===== src/design/rt_pkg.sv =====
`default_nettype none

package rt_pkg;

    // Field widths fixed by the interface
    localparam int VALUE_W = 32;
    localparam int RANK_W  = 6;

    // Default list capacity
    localparam int MAX_ITEMS_DEF = 64;

    // Value travelling down the chain with its running count of smaller values
    typedef struct packed {
        logic                      valid;
        logic signed [VALUE_W-1:0] value;
        logic [RANK_W-1:0]         below;
    } token_t;

    // What a cell hands its left neighbor during readout
    typedef struct packed {
        logic              occ;
        logic [RANK_W-1:0] rank;
    } cell_state_t;

endpackage

`default_nettype wire


===== src/design/rt_cell.sv =====
`default_nettype none

module rt_cell (
    input  wire logic                clk,
    input  wire logic                rst_n,
    input  wire rt_pkg::token_t      tok_in,
    input  wire logic                shift,
    input  wire rt_pkg::cell_state_t nbr_state,
    output rt_pkg::token_t           tok_out,
    output rt_pkg::cell_state_t      state
);

    logic                              occ_reg;
    logic                              occ_next;
    logic signed [rt_pkg::VALUE_W-1:0] val_reg;
    logic signed [rt_pkg::VALUE_W-1:0] val_next;
    logic [rt_pkg::RANK_W-1:0]         rank_reg;
    logic [rt_pkg::RANK_W-1:0]         rank_next;
    logic                              tok_valid_reg;
    logic signed [rt_pkg::VALUE_W-1:0] tok_value_reg;
    logic [rt_pkg::RANK_W-1:0]         tok_below_reg;
    rt_pkg::token_t                    tok_next;

    logic stored_less;
    logic stored_greater;

    // Compare stored value against the passing one
    assign stored_less    = val_reg < tok_in.value;
    assign stored_greater = tok_in.value < val_reg;

    // Shift in the neighbor's state during readout; otherwise store into an empty cell, or count and forward
    always_comb
    begin
        occ_next  = occ_reg;
        val_next  = val_reg;
        rank_next = rank_reg;
        tok_next  = tok_in;
        tok_next.valid = 1'b0;
        if (shift)
        begin
            occ_next  = nbr_state.occ;
            rank_next = nbr_state.rank;
        end
        else if (tok_in.valid)
        begin
            if (!occ_reg)
            begin
                occ_next  = 1'b1;
                val_next  = tok_in.value;
                rank_next = tok_in.below;
            end
            else
            begin
                tok_next.valid = 1'b1;
                tok_next.below = tok_in.below + rt_pkg::RANK_W'(stored_less);
                if (stored_greater)
                begin
                    rank_next = rank_reg + rt_pkg::RANK_W'(1);
                end
            end
        end
    end

    // Control state
    always_ff @(posedge clk or negedge rst_n)
    begin
        if (!rst_n)
        begin
            occ_reg       <= 1'b0;
            tok_valid_reg <= 1'b0;
        end
        else
        begin
            occ_reg       <= occ_next;
            tok_valid_reg <= tok_next.valid;
        end
    end

    // Payload
    always_ff @(posedge clk)
    begin
        val_reg       <= val_next;
        rank_reg      <= rank_next;
        tok_value_reg <= tok_next.value;
        tok_below_reg <= tok_next.below;
    end

    assign tok_out.valid = tok_valid_reg;
    assign tok_out.value = tok_value_reg;
    assign tok_out.below = tok_below_reg;
    assign state.occ     = occ_reg;
    assign state.rank    = rank_reg;

endmodule

`default_nettype wire


===== config.mk =====
export PLATFORM = sky130hd
export DESIGN_NAME = rt_cell
export DESIGN_NICKNAME = d
export VERILOG_FILES = /design/src/design/rt_pkg.sv /design/src/design/rt_cell.sv
export SDC_FILE = /design/constraint.sdc
export NUM_CORES = 1
export LEC_CHECK = 0
export BUFFER_PORTS_ARGS = -buffer_cell sky130_fd_sc_hd__buf_4
export CORE_MARGIN = 3
export CORE_UTILIZATION = 40
export DETAILED_ROUTE_END_ITERATION = 7
export GPL_ROUTABILITY_DRIVEN = 0
export PLACE_DENSITY = 0.64
export REMOVE_ABC_BUFFERS = 1
export SLEW_MARGIN = 5
export SYNTH_ARGS = -nofsm -noshare
export SYNTH_HDL_FRONTEND = slang
export SYNTH_SLANG_ARGS = --single-unit

===== constraint.sdc =====
create_clock -name clk -period 5.7 [get_ports clk]
set_input_delay 1.14 -clock clk [delete_from_list [all_inputs] [get_ports clk]]
set_output_delay 1.14 -clock clk [all_outputs]
set_load 0.02 [all_outputs]

==> results.cfg, run 1 <==
[route]
drtIter0Drc = 110
drc = 0
num_vias = 2145
vias_per_cell = 4.67
wire_per_inst_um = 13.1
ant_nets = 0
wirelength_um = 6030
drt_pass1_iterations = 4

[placed_design]
pre_cts_ws_ps = 2050
dp_hpwl_um = 4650
numPortBuffers = 94
post_dp_cell_area_um2 = 3970
dp_cells = 443

[critical_path]
slowest_stage = or3_4
cp-endpoint = tok_below_reg[1]
cp_num_buf_inv = 1
start_kind = input pin
crit_path_start = tok_in[37]
r2r-start = val_reg[14]
max_stage_delay_ps = 360
cp_max_fo = 5
r2r_slack_ps = 3000
critPathRequiredTime_ps = 5930
critical_path_class = input pin to flop
crit_family = adder cells
cp_common_cell = ha_1
crit_chain = buf_4, ha_1, nand4_1, nor3_2, a211o_1, or3_4, o31ai_1, ha_1, ha_1, mux2_2
end_kind = flop
cp.depth = 10
ff2ff_path_depth = 11
cp.arrival_ps = 3500
r2r-end = tok_below_reg[1]

[global_routing]
grt_max_degree = 20
overflow = 0
track_usage_pct = 14.1
grt_pass1_wl_um = 9510
antenna_found_initial = 0
grt_pass1_vias = 2082

[finish]
stdcell_area_um2 = 4170
antenna_cells = 0
final_nets = 439
syn_to_final_growth_pct = 31.8
fin_cells = 459
drive_above_1_share_pct = 32.8
nFillCells = 656

[clock_network]
cts_buffers = 9
hold_buffers = 0
cts.sinks = 78
clk_root_buffer_cell = clkbuf_8
clk_latency_ps = 340
cts.htree.levels = 3
post_cts_buffers = 0
tritoncts = done
clockBufferDepth = 2
postCtsResizedCells = 0
path_clk_slew_ps = 70

[logic_synthesis]
synth_fa_ha_area_share_pct = 13.9
synth-seq-cells = 78
synthXorXnorAreaFrac_pct = 2.22
synthDistinctLibCells = 36
synth_mux_area_share_pct = 1.35
synth_top_family_by_area = adder cells
yosysWarnings = 0
synth_compound_area_share_pct = 7.52
syn-instance-count = 255
ys.flop_type = edfxtp_1
synthSimpleGateAreaFrac_pct = 8.35
avgSynthCellArea_um2 = 12.4
synth_edf_count = 38
ys_async_sr_fraction_pct = 2.56
synthesis.area_um2 = 3160
yosysSeqAreaShare_pct = 61.7

[pwr]
p_clk_share_pct = 33.3
seq_power_share_pct = 52.7
p_switching_mw = 0.292
leakage_nw = 1.91
ir_drop_mv = 0.145
pwr-share-comb_pct = 14.0
swShare_pct = 24.2
p_per_area_nw_per_um2 = 289
p_int_mw = 0.913

[sta]
timing.final.ws_setup_ps = 2440
layout_min_cycle_time_ps = 3260
post-route-period-util_pct = 57.3
skew_ps = 11.0
fmax_mhz = 306
relSlewSlack_pct = 25.6
hold_viol = 0
tns_ps = 0
rsz0062_at_grt = false
final_max_slew_viol_count = 0
finalSetupViolCount = 0
worstMarginPinSlew_ps = 1110

[run_status]
status = finished, final reports clean

[floorplanning]
io-pin-count = 95
fp.dieW_um = 94.9
die_area_um2 = 9010
start_util_pct = 42.5
rows = 31
die_h_um = 94.9
core_area_um2 = 7450

[run]
maxCapViolations = 0

[hold_path]
min_path_type = input pin to asynchronous set/reset pin
==> area by class of cell <==
class | count | area [µm²] | share of cell area, %
clock buffer | 12 | 145 | 3.48
clock inverter | 4 | 47.5 | 1.14
inverter | 34 | 128 | 3.06
multi-input combinational | 137 | 1060 | 25.4
sequential | 78 | 1950 | 46.8
tap | 99 | 124 | 2.97
timing repair buffer | 95 | 713 | 17.1
==> worst register-to-register path, cell delays in order (launching register included) <==
cell	delay (ps)
edfxtp_1	320
inv_1	40
ha_1	310
nand4_1	160
nor4_2	320
a21bo_2	260
a31oi_2	220
o221ai_1	150
o31ai_1	100
ha_1	220
ha_1	220
mux2_2	250
==> logic make-up (layout without fill, tap and decap cells) <==
logic type / Yosys count / count (layout)
muxes: 4 / 4
xor gates and xnor gates: 8 / 8
AOI/OAI and AO/OA: 39 / 39
adders and majority gates: 35 / 35
DFF: 78 / 78
and+or+nand+nor: 51 / 51
buffers and inverters: 40 / 145
==> layer usage <==
metal / routed length [µm] / part of all wire (%) / global-route usage (%) / up-vias
met5: 0 / 0 / 0 / -
met4: 97 / 1.6 / 6.13 / 0
met3: 400 / 6.6 / 4.94 / 8
met2: 2800 / 46 / 22.4 / 67
met1: 2730 / 45 / 17.3 / 984
li1: - / - / - / 1086
==> synth_stat cells, types with 2 or more instances <==
cell type  number  share of area, %
mux2_2          2              0.71
mux2i_1         2              0.63
xor2_1          3              0.83
nand2_1        21               2.5
xnor2_1         5               1.4
inv_1          34               4.0
dfxtp_1        38                24
buf_4           2              0.47
o21ai_0        15               2.4
clkbuf_1        4              0.47
ha_1           35                14
a21o_1          2              0.47
dfrtp_1         2               1.6
nand3_1         7               1.1
a21oi_1        13               2.1
nand4_1         7               1.4
edfxtp_1       38                36
nand2b_1        2              0.40
nor2_1          6              0.71
==> worst min-delay path by stage <==
stage,end,cells after the start
floorplan,occ_reg,2
global placement,rank_reg[0],3
detailed placement,rank_reg[0],3
CTS,tok_valid_reg,1
global route,tok_valid_reg,1
finish,tok_valid_reg,1
==> placed cells by master, fill, tap and decap left out, types with 10 or more instances in the layout <==
| cell type | synthesis | routed |
|---|---|---|
| a21oi_1 | 13 | 13 |
| inv_1 | 34 | 34 |
| clkbuf_8 | 0 | 10 |
| o21ai_0 | 15 | 15 |
| edfxtp_1 | 38 | 38 |
| ha_1 | 35 | 35 |
| dfxtp_1 | 38 | 38 |
| nand2_1 | 21 | 21 |
| buf_4 | 2 | 95 |
==> power groups by stage <==
| stage | Combinational, mW | Clock, mW | Sequential [mW] |
|---|---|---|---|
| 2_1_floorplan | 0.0570 | 0 | 0.674 |
| 3_3_place_gp | 0.167 | 0 | 0.647 |
| 3_5_place_dp | 0.171 | 0 | 0.648 |
| 4_1_cts | 0.172 | 0.416 | 0.635 |
| 5_1_grt | 0.188 | 0.440 | 0.638 |
| 6_report | 0.169 | 0.402 | 0.635 |
==> per-stage QoR <==
step | utilization (%) | power, mW | hold WS, ps
after global placement | 53.4 | 0.815 | 793
after floorplan | - | 0.731 | 803
after global routing | 55.9 | 1.27 | 546
final | 55.9 | 1.21 | 574
after CTS | 55.9 | 1.22 | 555
after detailed placement | 53.4 | 0.819 | 806
Note: power is estimated with default switching activity, not from simulation.
==> run 2, diff against run 1 <==
--- a/config.mk
+++ b/config.mk
@@ -10,7 +10,7 @@
 export CORE_UTILIZATION = 40
 export DETAILED_ROUTE_END_ITERATION = 7
 export GPL_ROUTABILITY_DRIVEN = 0
-export PLACE_DENSITY = 0.64
+export PLACE_DENSITY = 0.66
 export REMOVE_ABC_BUFFERS = 1
 export SLEW_MARGIN = 5
 export SYNTH_ARGS = -nofsm -noshare
==> constraint.sdc (replaced) <==
create_clock -name clk -period 2.9 [get_ports clk]
set_input_delay 0.58 -clock clk [delete_from_list [all_inputs] [get_ports clk]]
set_output_delay 0.58 -clock clk [all_outputs]
set_load 0.02 [all_outputs]
==> run 2 against run 1 <==
Effect of this change: total power grew 88%; cell count rose by 4.1%; combinational power increased by 110%; register-to-register slack worse by 2800 ps; sequential share of layout area shrank 1.2 points; design area increased by 2.7%.
==> results.cfg, run 2 (synthesis gave the netlist of run 1 again) <==
[route]
ant_nets = 0
drt_pass1_iterations = 4
num_vias = 2197
met2_length_um = 2820
drc = 0
wl_met1_um = 2860
wirelength_um = 6150
wire_per_inst_um = 12.9
drtIter0Drc = 56
vias_per_cell = 4.60
highest_layer = met4
wl_met3_um = 379

[sta]
final_max_slew_viol_count = 0
skew_ps = 5.04
hold_viol = 0
layout_min_cycle_time_ps = 2690
rsz0062_at_grt = false
post-route-period-util_pct = 92.8
relSlewSlack_pct = 68.6
timing.final.ws_setup_ps = 210
finalSetupViolCount = 0
worstMarginPinSlew_ps = 471
fmax_mhz = 372
whs_ps = 354

[floorplanning]
die_area_um2 = 9010
io-pin-count = 95
rows = 31
die_h_um = 94.9
start_util_pct = 42.5
core_area_um2 = 7450
fp.dieW_um = 94.9

[pwr]
p_int_mw = 1.70
leakage_nw = 1.99
pwr-share-comb_pct = 15.5
ir_drop_mv = 0.323
seq_power_share_pct = 55.1
p_per_area_nw_per_um2 = 530
swShare_pct = 25.2
p_switching_mw = 0.571
p_clk_share_pct = 29.5
report.power.total_mw = 2.27

[global_routing]
grt_max_degree = 19
overflow = 0
antenna_found_initial = 0
track_usage_pct = 14.6
grt_pass1_vias = 2167
grt_pass1_wl_um = 9890

[clock_network]
tritoncts = done
cts.htree.levels = 3
clockBufferDepth = 2
cts.sinks = 78
post_cts_buffers = 0
path_clk_slew_ps = 70
clk_root_buffer_cell = clkbuf_8
cts_buffers = 9
clk_latency_ps = 340

[finish]
final_cell_mix = buf_4 (113), edfxtp_1 (38), dfxtp_1 (38), inv_1 (34), ha_1 (34)
seqCellArea_um2 = 1950
nFillCells = 659
syn_to_final_growth_pct = 35.3
final_common_cell = buf_4
final_nets = 458
antenna_cells = 0
drive_above_1_share_pct = 35.9
multi_input_area_um2 = 1060
fin_cells = 478

[placed_design]
dp_hpwl_um = 4830
pre_cts_ws_ps = -157
numPortBuffers = 94
dp_cells = 461

[run]
maxCapViolations = 0

[critical_path]
crit_family = adder cells
cp_num_buf_inv = 1
r2r-start = val_reg[11]
start_kind = flop
cp.arrival_ps = 2920
cp_common_cell = ha_1
cp_max_fo = 2
critical_path_class = flop to flop
critPathRequiredTime_ps = 3130
max_stage_delay_ps = 330
crit_path_start = val_reg[11]
crit_chain = inv_1, ha_1, nand4_1, nor4_2, a21bo_2, a31oi_2, o221ai_1, o31ai_1, ha_2, ha_1, mux2_2
end_kind = flop
slowest_stage = edfxtp_1

[hold_path]
min_path_type = input pin to flop
worstHoldStart = tok_in[13]

[run_status]
status = finished, final reports clean
-- run 2: layout make-up --
type	instances	area share (%)
Multi-Input combinational cell	137	24.8
Timing Repair Buffer	114	20.1
Tap cell	99	2.89
Inverter	34	2.98
Sequential cell	78	45.6
Clock inverter	5	0.614
Clock buffer	11	3.07
-- run 2: repair_timing --
action | 4_1_cts | 5_1_grt
setup endpoints to repair | 0 | 1
hold endpoints to repair | 2 | 0
hold buffers | 1 | 0
gates resized for setup | 0 | 1
-- run 2: layer usage --
layer,vias up,track usage (%)
li1,1124,-
met1,995,18.8
met2,68,22.7
met3,10,4.22
met4,0,6.49
met5,-,0
-- run 2: power groups by stage --
stage	registers, mW	clock network [mW]	logic (mW)
after global placement	1.27	0	0.345
after global routing	1.25	0.739	0.392
after detailed placement	1.27	0	0.353
final	1.25	0.668	0.351
after floorplan	1.32	0	0.112
after CTS	1.25	0.692	0.355
-- run 2: metrics by stage --
stage	instance area, µm²	util, %	TNS (ps)
after floorplan	3130	-	-19030
after global placement	4110	55.2	-55.9
after detailed placement	4110	55.2	-412
after CTS	4280	57.4	0
after global routing	4280	57.5	0
final	4280	57.5	0
-- run 2: path summary, 6_finish.rpt --
path,end,slack [ps],cells past startpoint
worst min-delay path,tok_value_reg[7],350,1
max in group asynchronous,occ_reg,2250,2
worst max register to register,tok_below_reg[1],210,11
min in group asynchronous,tok_valid_reg,560,2
worst min register to register,occ_reg,820,2
worst max-delay path,tok_below_reg[1],210,11
-- run 2: worst register-to-register path: stages (launching register included) --
cell	delay, ps
edfxtp_1	330
inv_1	40
ha_1	290
nand4_1	180
nor4_2	310
a21bo_2	260
a31oi_2	190
o221ai_1	150
o31ai_1	110
ha_2	240
ha_1	220
mux2_2	260
==> run 3, diff against run 2 <==
--- a/config.mk
+++ b/config.mk
@@ -7,10 +7,10 @@
 export LEC_CHECK = 0
 export BUFFER_PORTS_ARGS = -buffer_cell sky130_fd_sc_hd__buf_4
 export CORE_MARGIN = 3
-export CORE_UTILIZATION = 40
+export CORE_UTILIZATION = 46
 export DETAILED_ROUTE_END_ITERATION = 7
 export GPL_ROUTABILITY_DRIVEN = 0
-export PLACE_DENSITY = 0.66
+export PLACE_DENSITY = 0.74
 export REMOVE_ABC_BUFFERS = 1
 export SLEW_MARGIN = 5
 export SYNTH_ARGS = -nofsm -noshare
==> constraint.sdc (replaced) <==
create_clock -name clk -period 2.9 [get_ports clk]
set_input_delay 0.87 -clock clk [delete_from_list [all_inputs] [get_ports clk]]
set_output_delay 0.87 -clock clk [all_outputs]
set_load 0.02 [all_outputs]
==> run 3 against run 2 <==
Effect of this change: the run now ends with setup timing left; sequential power barely moved; routed wire length rose by 0.59%; non-clock buffer count rose by 12; global-route usage rose by 1.6 points; critical path depth did not move; via count rose by 0.36%; sequential cell count did not move; first-iteration DRC count rose by 36%; critical path type is now input pin to flop; critical endpoint unchanged.
==> results.cfg, run 3 (synthesis gave the netlist of run 1 again) <==
[run_status]
status = complete, but fails checks
failed_checks = setup timing

[global_routing]
track_usage_pct = 16.2
overflow = 0
grt_pass1_vias = 2170
grt_max_degree = 19
antenna_found_initial = 0
grt_pass1_wl_um = 9580

[finish]
fin_cells = 467
final_cell_mix = buf_4 (121), edfxtp_1 (38), dfxtp_1 (38), inv_1 (34), ha_1 (29)
antenna_cells = 0
final_nets = 470
drive_above_1_share_pct = 40.8
syn_to_final_growth_pct = 41.3
postLayoutCoreUtil_pct = 68.8
nFillCells = 491
final_common_cell = buf_4
stdcell_area_um2 = 4470

[floorplanning]
rows = 29
start_util_pct = 48.7
die_area_um2 = 7900
io-pin-count = 95
die_h_um = 88.9
core_area_um2 = 6490
fp.dieW_um = 88.9

[critical_path]
cp_max_fo = 3
r2r-end = tok_below_reg[1]
start_kind = input pin
critical_path_class = input pin to flop
critPathRequiredTime_ps = 3130
slowest_stage = or3_4
cp.arrival_ps = 3130
ff2ff_path_depth = 11
max_stage_delay_ps = 350
r2r_slack_ps = 270
cp_common_cell = a21oi_2
end_kind = flop
crit_chain = buf_4, ha_1, a21oi_2, a21oi_2, a211o_1, or3_4, o221ai_2, o31ai_2, ha_2, ha_4, mux2_4
r2r-start = val_reg[11]

[route]
wl_met3_um = 403
wirelength_um = 6190
vias_per_cell = 4.72
wl_met1_um = 2740
drc = 0
ant_nets = 0
num_vias = 2205
met2_length_um = 2920
drt_pass1_iterations = 4
drtIter0Drc = 76
wire_per_inst_um = 13.2
highest_layer = met4

[clock_network]
clockBufferDepth = 2
cts_buffers = 9
clk_latency_ps = 340
clk_root_buffer_cell = clkbuf_8
tritoncts = done
cts.htree.levels = 3
path_clk_slew_ps = 70
cts.sinks = 78

[pwr]
p_int_mw = 1.74
swShare_pct = 24.6
p_clk_share_pct = 29.4
ir_drop_mv = 0.360
pwr-share-comb_pct = 16.7
report.power.total_mw = 2.31
p_switching_mw = 0.568
seq_power_share_pct = 54.0
leakage_nw = 2.06
p_per_area_nw_per_um2 = 517

[sta]
rsz0062_at_grt = true
worstMarginPinSlew_ps = 478
final_max_slew_viol_count = 0
hold_viol = 0
timing.final.ws_setup_ps = -2.07
fmax_mhz = 345
skew_ps = 6.01
relSlewSlack_pct = 68.1
layout_min_cycle_time_ps = 2900
finalSetupViolCount = 1
post-route-period-util_pct = 100

[hold_path]
min_path_type = input pin to asynchronous set/reset pin

[run]
maxCapViolations = 0

[placed_design]
post_dp_cell_area_um2 = 4160
dp_hpwl_um = 4720
numPortBuffers = 94
dp_cells = 450
run 3: cell count changes in the layout (fill, tap and decap cells not counted), sizes merged:
cell	before	now
clkinvlp	1	0
clkinv	4	2
dlygate4sd3	1	0
buf	113	126
clkbuf	11	13
run 3: metal layers:
| metal | up-vias | track usage (%) |
|---|---|---|
| met3 | 8 | 4.42 |
| met4 | 0 | 8.38 |
| met2 | 65 | 25.2 |
| li1 | 1152 | - |
| met1 | 980 | 20.8 |
| met5 | - | 0 |
run 3: power groups by stage:
| stage | Clock [mW] | Combinational, mW | Sequential, mW |
|---|---|---|---|
| 2_1_floorplan | 0 | 0.112 | 1.32 |
| 3_3_place_gp | 0 | 0.356 | 1.27 |
| 3_5_place_dp | 0 | 0.367 | 1.27 |
| 4_1_cts | 0.703 | 0.370 | 1.25 |
| 5_1_grt | 0.755 | 0.426 | 1.25 |
| 6_report | 0.679 | 0.385 | 1.25 |
run 3: per-stage QoR:
| stage | TNS (ps) | setup WS [ps] | hold slack (ps) |
|---|---|---|---|
| 6_report | -2.07 | -2.07 | 303 |
| 5_1_grt | -202 | -69.7 | 285 |
| 4_1_cts | 0 | 2.50 | 286 |
| 3_5_place_dp | -2690 | -397 | 657 |
| 3_3_place_gp | -2230 | -327 | 656 |
| 2_1_floorplan | -26350 | -815 | 574 |
run 3: final cells by class:
type	instances	area [µm²]	area share, %
tap	77	96.3	2.16
timing repair buffer	126	968	21.7
clock buffer	13	149	3.33
clock inverter	2	10.0	0.224
sequential	78	1950	43.7
multi-input combinational	137	1160	26.1
inverter	34	128	2.86
run 3: repair_timing:
item	in CTS	in global routing
endpoints found under the setup margin	1	5
resized for setup	2	18
hold buffers	0	0
pin swaps	3	10
setup buffers	0	2
run 3: critical path: cells and delay by family:
| family | cells | cell delay (ps) |
|---|---|---|
| AO/OA/AOI/OAI | 5 | 760 |
| multiplexers | 1 | 250 |
| buffers and inverters | 1 | 120 |
| adder cells (fa/ha/maj) | 3 | 770 |
| AND/OR/NAND/NOR | 1 | 350 |
run 3: how the worst max path moves through the flow:
stage | slack [ps] | endpoint | from | cells past startpoint
after CTS | 2 | tok_below_reg[1] | tok_in[28] | 11
after global routing | -70 | tok_below_reg[1] | tok_in[11] | 12
after global placement | -330 | tok_below_reg[1] | tok_in[20] | 11
final | -2 | tok_below_reg[1] | tok_in[36] | 11
after detailed placement | -400 | tok_below_reg[1] | tok_in[36] | 11
after floorplan | -820 | val_reg[0] | shift | 1
